### src/hw/rtl/stt_pkg.sv
// Types and codes shared by the software timer table.
`default_nettype none

package stt_pkg;

  typedef enum logic [2:0] {
    OP_ALLOC = 3'd0,
    OP_FREE  = 3'd1,
    OP_BIND  = 3'd2,
    OP_SET   = 3'd3,
    OP_TICK  = 3'd4
  } op_e;

  typedef enum logic [1:0] {
    KIND_GRANT = 2'd0,
    KIND_FAIL  = 2'd1,
    KIND_FIRE  = 2'd2
  } kind_e;

  typedef enum logic [1:0] {
    STATUS_FREE  = 2'd0,
    STATUS_ALLOC = 2'd1,
    STATUS_ARMED = 2'd2
  } status_e;

  typedef struct packed {
    logic [2:0]  op;
    logic [4:0]  timer_index;
    logic [3:0]  queue_id;
    logic [7:0]  payload;
    logic [31:0] delay_ticks;
  } in_req_t;

  typedef struct packed {
    logic [1:0] kind;
    logic [4:0] entry;
    logic [3:0] dest_queue;
    logic [7:0] fire_data;
    logic       last;
  } out_rsp_t;

  typedef struct packed {
    status_e     status;
    logic [31:0] deadline;
    logic [3:0]  queue;
    logic [7:0]  data;
  } entry_t;

  localparam int unsigned EntryWidth = $bits(entry_t);

endpackage

`default_nettype wire

### src/hw/rtl/stt_ram.sv
// Generic single-write, single-read RAM with registered read data.
`default_nettype none

module stt_ram #(
  parameter int unsigned WIDTH = 8,
  parameter int unsigned DEPTH = 32,
  localparam int unsigned AW = (DEPTH > 1) ? $clog2(DEPTH) : 1
) (
  input  wire logic             clk_i,
  input  wire logic             we_i,
  input  wire logic [AW-1:0]    waddr_i,
  input  wire logic [WIDTH-1:0] wdata_i,
  input  wire logic             re_i,
  input  wire logic [AW-1:0]    raddr_i,
  output logic      [WIDTH-1:0] rdata_o
);

  logic [WIDTH-1:0] mem_q [DEPTH];

  always_ff @(posedge clk_i) begin
    if (we_i) begin
      mem_q[waddr_i] <= wdata_i;
    end
    if (re_i) begin
      rdata_o <= mem_q[raddr_i];
    end
  end

endmodule

`default_nettype wire

### src/hw/rtl/software_timer_table_unit.sv
// Top level of the software timer table: request sequencer around the entry RAM.
// Free, bind and set read the entry, then write it back; no response.
// Allocate scans from entry 0, one entry per cycle: grant for the first free
// entry, failure after the last one. Tick scans all entries, one per cycle
// while the response side does not back up, and stalls when it does.
// Reset clears the tick count and the per-entry valid bits (an invalid entry
// reads as free); the RAM itself is not cleared, so no clearing pass is needed.
`default_nettype none

module software_timer_table_unit #(
  parameter int unsigned NUM_TIMERS = 32
) (
  input  wire logic              clk_i,
  input  wire logic              rst_ni,
  input  wire logic              in_valid_i,
  output logic                   in_stall_o,
  input  wire stt_pkg::in_req_t  in_req_i,
  output logic                   out_valid_o,
  input  wire logic              out_stall_i,
  output stt_pkg::out_rsp_t      out_rsp_o
);
  import stt_pkg::*;

  localparam int unsigned TABLE_SIZE = (NUM_TIMERS < 32) ? NUM_TIMERS : 32;
  localparam int unsigned IDX_W = (TABLE_SIZE > 1) ? $clog2(TABLE_SIZE) : 1;

  localparam logic [1:0] S_IDLE  = 2'd0;
  localparam logic [1:0] S_RMW   = 2'd1;
  localparam logic [1:0] S_SCAN  = 2'd2;
  localparam logic [1:0] S_FLUSH = 2'd3;

  localparam entry_t EntryReset = '{status: STATUS_FREE, deadline: '0, queue: '0, data: '0};

  logic [1:0]            state_q, state_d;
  logic [2:0]            op_q;
  logic [IDX_W-1:0]      cur_q, cur_d;
  logic [3:0]            queue_q;
  logic [7:0]            data_q;
  logic [31:0]           delay_q;
  logic [31:0]           count_q, count_d;
  logic [TABLE_SIZE-1:0] valid_q;
  logic                  pend_valid_q, pend_valid_d;
  out_rsp_t              pend_q, pend_d;
  logic                  out_valid_q;
  out_rsp_t              out_q;

  logic                  in_acc;
  logic                  out_free;
  logic                  ram_re, ram_we;
  logic [IDX_W-1:0]      ram_raddr;
  logic [EntryWidth-1:0] ram_rdata;
  entry_t                ent, ram_wdata;
  logic                  push;
  out_rsp_t              push_rsp;
  logic                  last_ent;
  logic                  hit_free, hit_fire;

  stt_ram #(
    .WIDTH(EntryWidth),
    .DEPTH(TABLE_SIZE)
  ) u_ram (
    .clk_i  (clk_i),
    .we_i   (ram_we),
    .waddr_i(cur_q),
    .wdata_i(ram_wdata),
    .re_i   (ram_re),
    .raddr_i(ram_raddr),
    .rdata_o(ram_rdata)
  );

  assign in_stall_o  = (state_q != S_IDLE);
  assign in_acc      = in_valid_i && !in_stall_o;
  assign out_free    = !out_valid_q || !out_stall_i;
  assign out_valid_o = out_valid_q;
  assign out_rsp_o   = out_q;

  assign ent      = valid_q[cur_q] ? entry_t'(ram_rdata) : EntryReset;
  assign last_ent = (cur_q == IDX_W'(TABLE_SIZE - 1));
  assign hit_free = (ent.status == STATUS_FREE);
  assign hit_fire = (ent.status == STATUS_ARMED) && (ent.deadline <= count_q);

  always_comb begin
    state_d      = state_q;
    cur_d        = cur_q;
    count_d      = count_q;
    pend_valid_d = pend_valid_q;
    pend_d       = pend_q;
    ram_re       = 1'b0;
    ram_raddr    = cur_q;
    ram_we       = 1'b0;
    ram_wdata    = ent;
    push         = 1'b0;
    push_rsp     = '0;
    case (state_q)
      S_IDLE: begin
        if (in_acc) begin
          case (in_req_i.op)
            OP_ALLOC, OP_TICK: begin
              ram_re    = 1'b1;
              ram_raddr = '0;
              cur_d     = '0;
              state_d   = S_SCAN;
              if (in_req_i.op == OP_TICK) begin
                count_d = count_q + 32'd1;
              end
            end
            OP_FREE, OP_BIND, OP_SET: begin
              if ({1'b0, in_req_i.timer_index} < 6'(TABLE_SIZE)) begin
                ram_re    = 1'b1;
                ram_raddr = in_req_i.timer_index[IDX_W-1:0];
                cur_d     = in_req_i.timer_index[IDX_W-1:0];
                state_d   = S_RMW;
              end
            end
            default: ;
          endcase
        end
      end
      S_RMW: begin
        ram_we  = 1'b1;
        state_d = S_IDLE;
        case (op_q)
          OP_FREE: ram_wdata.status = STATUS_FREE;
          OP_BIND: begin
            ram_wdata.queue = queue_q;
            ram_wdata.data  = data_q;
          end
          OP_SET: begin
            ram_wdata.deadline = delay_q + count_q;
            ram_wdata.status   = STATUS_ARMED;
          end
          default: ram_we = 1'b0;
        endcase
      end
      S_SCAN: begin
        if (op_q == OP_ALLOC) begin
          if (hit_free) begin
            if (out_free) begin
              ram_we           = 1'b1;
              ram_wdata.status = STATUS_ALLOC;
              push             = 1'b1;
              push_rsp         = '{kind: KIND_GRANT, entry: 5'(cur_q), dest_queue: '0,
                                   fire_data: '0, last: 1'b1};
              state_d          = S_IDLE;
            end
          end else if (last_ent) begin
            if (out_free) begin
              push     = 1'b1;
              push_rsp = '{kind: KIND_FAIL, entry: '0, dest_queue: '0,
                           fire_data: '0, last: 1'b1};
              state_d  = S_IDLE;
            end
          end else begin
            ram_re    = 1'b1;
            ram_raddr = cur_q + 1'b1;
            cur_d     = cur_q + 1'b1;
          end
        end else if (!(hit_fire && pend_valid_q && !out_free)) begin
          if (hit_fire) begin
            ram_we           = 1'b1;
            ram_wdata.status = STATUS_ALLOC;
            pend_valid_d     = 1'b1;
            pend_d           = '{kind: KIND_FIRE, entry: 5'(cur_q), dest_queue: ent.queue,
                                 fire_data: ent.data, last: 1'b0};
            if (pend_valid_q) begin
              push     = 1'b1;
              push_rsp = pend_q;
            end
          end
          if (last_ent) begin
            state_d = S_FLUSH;
          end else begin
            ram_re    = 1'b1;
            ram_raddr = cur_q + 1'b1;
            cur_d     = cur_q + 1'b1;
          end
        end
      end
      S_FLUSH: begin
        if (!pend_valid_q) begin
          state_d = S_IDLE;
        end else if (out_free) begin
          push          = 1'b1;
          push_rsp      = pend_q;
          push_rsp.last = 1'b1;
          pend_valid_d  = 1'b0;
          state_d       = S_IDLE;
        end
      end
      default: state_d = S_IDLE;
    endcase
  end

  always_ff @(posedge clk_i or negedge rst_ni) begin
    if (!rst_ni) begin
      state_q      <= S_IDLE;
      count_q      <= '0;
      valid_q      <= '0;
      pend_valid_q <= 1'b0;
      out_valid_q  <= 1'b0;
      cur_q        <= '0;
    end else begin
      state_q      <= state_d;
      count_q      <= count_d;
      pend_valid_q <= pend_valid_d;
      cur_q        <= cur_d;
      if (ram_we) begin
        valid_q[cur_q] <= 1'b1;
      end
      if (push) begin
        out_valid_q <= 1'b1;
      end else if (!out_stall_i) begin
        out_valid_q <= 1'b0;
      end
    end
  end

  always_ff @(posedge clk_i) begin
    pend_q <= pend_d;
    if (push) begin
      out_q <= push_rsp;
    end
    if (in_acc) begin
      op_q    <= in_req_i.op;
      queue_q <= in_req_i.queue_id;
      data_q  <= in_req_i.payload;
      delay_q <= in_req_i.delay_ticks;
    end
  end

endmodule

`default_nettype wire

### config.mk
export PLATFORM = sky130hd
export DESIGN_NAME = software_timer_table_unit
export DESIGN_NICKNAME = d
export VERILOG_FILES = /design/src/hw/rtl/stt_pkg.sv /design/src/hw/rtl/stt_ram.sv /design/src/hw/rtl/software_timer_table_unit.sv
export SDC_FILE = /design/constraint.sdc
export NUM_CORES = 2
export LEC_CHECK = 0
export ABC_AREA = 1
export BUFFER_PORTS_ARGS = -buffer_cell sky130_fd_sc_hd__buf_4
export CAP_MARGIN = 20
export CORE_ASPECT_RATIO = 0.6
export CORE_MARGIN = 2
export CORE_UTILIZATION = 40
export DETAILED_ROUTE_END_ITERATION = 8
export HOLD_SLACK_MARGIN = 0.05
export REMOVE_ABC_BUFFERS = 1
export SLEW_MARGIN = 20
export SYNTH_ARGS = -nofsm -noshare
export SYNTH_HDL_FRONTEND = slang
export SYNTH_SLANG_ARGS = --single-unit
### constraint.sdc
create_clock -name clk_i -period 8.3 [get_ports clk_i]
set_clock_uncertainty 0.15 [all_clocks]
set_input_delay 1.245 -clock clk_i [delete_from_list [all_inputs] [get_ports clk_i]]
set_output_delay 1.245 -clock clk_i [all_outputs]
set_load 0.01 [all_outputs]
==> metrics.yaml <==
clock_network:
  cts_tree: "built"
  worstSkewPairLatency_ns: 0.81
  clock-sinks: 1675
  clkSlewWorstSetupHoldPaths_ns: 0.06
  cts-htree-levels: 4
  cts_setup_buffers: 0
  cts_resized: 0
  cts_hold_buffers: 0
  cts-root-buf: "clkbuf_16"
  cts-buffers-inserted: 161
  clockBufferDepth: 4
grt:
  grt_pass1_vias: 49344
  antenna_found_initial: 4
  grt_max_degree: 198
  gr-usage-all-layers: 0.2412
  met3_usage: 0.04439
  grt_pass1_wl_um: 343700
  met1_usage: 0.3634
  grt-ovfl-total: 0
  grt.busiest_layer: "met1"
  grtUsageMet2: 0.3589
yosys:
  post-synth-top-count-cell: "nand2_1"
  synthArstFlopShare: 0.04358
  ys_ff_latch: 1675
  yosys_warnings: 0
  synth_top_area_cell: "edfxtp_1"
  ys_seq_area_frac: 0.6649
  synth_common_cells: "nand2_1, edfxtp_1, nand3_1"
  ys.flop_type: "edfxtp_1"
  syn_inst: 7000
  synth_edf_count: 1602
  syn_avg_cell_area_sq_um: 10.73
  synth_cell_types: 54
  yosysTopAreaCellShare: 0.6406
  syn_area_sq_um: 75100
  synth.area.top_cells: "edfxtp_1, nand2_1, nand3_1"
detailed_routing:
  drc: 0
  drt_iter0_drc: 6937
  viasPerCell: 5.397
  routed_wl_um: 233800
  drt.antenna.violating_nets: 0
  post_drt_wl_per_cell_um: 24.14
  vias: 52251
  drt_first_pass_iters: 6
final_layout:
  nets: 7197
  drive_above_1_share: 0.08786
  fin_util: 0.4566
  diodes: 0
  area_growth_pct: 13.70
  finalInstanceArea_sq_um: 85380
setup_path:
  arrival_ns: 7.00
  end_kind: "register"
  required_ns: 8.63
  slowest_stage: "dfrtp_1"
  critPathMaxStageDelay_ns: 0.70
  cp_common_cell: "nand2_1"
  worstPathMaxFanout: 18
  cp-start-kind: "register"
  critical_path_class: "reg -> reg"
job:
  drv_cap: 0
sta:
  final.period_utilization: 0.8030
  fin_crit_ns: 6.665
  rsz0062_at_grt: "no"
  hold_violations: 0
  final_max_slew_viol_count: 0
  slew_headroom: 0.2223
  max_freq_mhz: 150.0
  worst_pin_slew_ns: 1.167
  fin_hold_ws_ns: 0.2691
  setup_viol: 0
  fin_setup_tns_ns: 0
floorplan:
  num_rows: 123
  die_x_um: 563.4
  start_util: 0.4016
  core_sq_um: 187000
  boundaryPins: 78
  dieArea_sq_um: 191300
  fp.dieH_um: 339.6
place:
  portBuffers: 77
  gp_congestion: 0.8723
  hpwl_um: 127500
  placed_area_sq_um: 80510
status:
  outcome: "completed"
min_path:
  hp-class: "in -> async"
-- cells by family (layout without fill, tap and decap cells) --
group,count (synthesis),count (layout),synth area share
simple gates,3672,3672,0.2249
flops,1675,1675,0.6649
buf+inv,1270,1452,0.07176
compound gates,246,246,0.01826
fa+ha+maj,73,73,0.01226
xor+xnor,52,52,0.006065
mux,12,12,0.001799
-- critical path, delay by kind of cell (launching register included) --
family	cells	cell delay, ns
simple gates	23	3.52
flops	1	0.70
buf+inv	6	1.62
fa+ha+maj	1	0.34
-- final timing paths --
path | from | endpoint | slack, ns | depth (start not counted)
worst max-delay path | cur_q[1]$_DFF_PN0_ | u_ram.mem_q[0][1]$_DFFE_PP_ | 1.64 | 30
worst min-delay path | rst_ni | count_q[27]$_DFFE_PN0P_ | 0.27 | 1
worst max register to register | cur_q[1]$_DFF_PN0_ | u_ram.mem_q[0][1]$_DFFE_PP_ | 1.64 | 30
worst min register to register | valid_q[7]$_DFFE_PN0P_ | valid_q[7]$_DFFE_PN0P_ | 0.31 | 2
max in group asynchronous | rst_ni | out_valid_o$_DFFE_PN0P_ | 6.73 | 2
min in group clk_i | valid_q[7]$_DFFE_PN0P_ | valid_q[7]$_DFFE_PN0P_ | 0.31 | 2
-- layout make-up --
type | count | area, sq um
fill | 17103 | 101600
sequential | 1675 | 49930
multi-input combinational | 4055 | 20280
clock buffer | 212 | 4347
timing repair buffer | 310 | 3936
inverter | 865 | 3278
tap | 2500 | 3128
clock inverter | 65 | 483.0
-- flip-flops by register name, summed over array words and instances, names as in the netlist --
register	count
cur_q	5
op_q	3
pend_q	17
delay_q	32
u_ram.mem_q	1472
pend_valid_q	1
queue_q	4
out_rsp_o	20
state_q	2
u_ram.rdata_o	46
out_valid_o	1
count_q	32
valid_q	32
data_q	8
-- per-stage QoR --
step | setup slack [ns] | std cells
2_1_floorplan | -14.29 | 6595
3_3_place_gp | 1.834 | 9404
3_5_place_dp | 1.740 | 9405
4_1_cts | 1.683 | 9682
5_1_grt | 1.240 | 9682
6_report | 1.635 | 9682
-- cells in the final DEF (no fill, tap or decap), types with 15 or more instances in the layout --
cell	Yosys	final
buf_12	0	128
buf_4	57	181
inv_1	858	854
o21ai_0	100	81
xor2_1	38	38
clkbuf_16	0	166
o21ai_1	42	44
a21oi_1	57	51
clkbuf_1	86	44
clkinv_2	0	25
dfrtp_1	73	73
ha_1	72	72
clkinv_1	0	26
nand3b_1	324	324
nor2_1	137	103
nor3_1	17	17
nor2_4	1	34
nand3_1	1338	1338
nand4_1	15	15
nand2_1	1807	1805
edfxtp_1	1602	1602
-- per-layer routing --
metal / up-vias / wire [um]
li1: 23837 / -
met1: 25444 / 104500
met2: 2613 / 101200
met3: 355 / 22290
met4: 2 / 5787
met5: - / 13
Power is left out: the tool's default activity adds up to more than one toggle a clock period on the data nets, which glitch-free logic cannot reach.
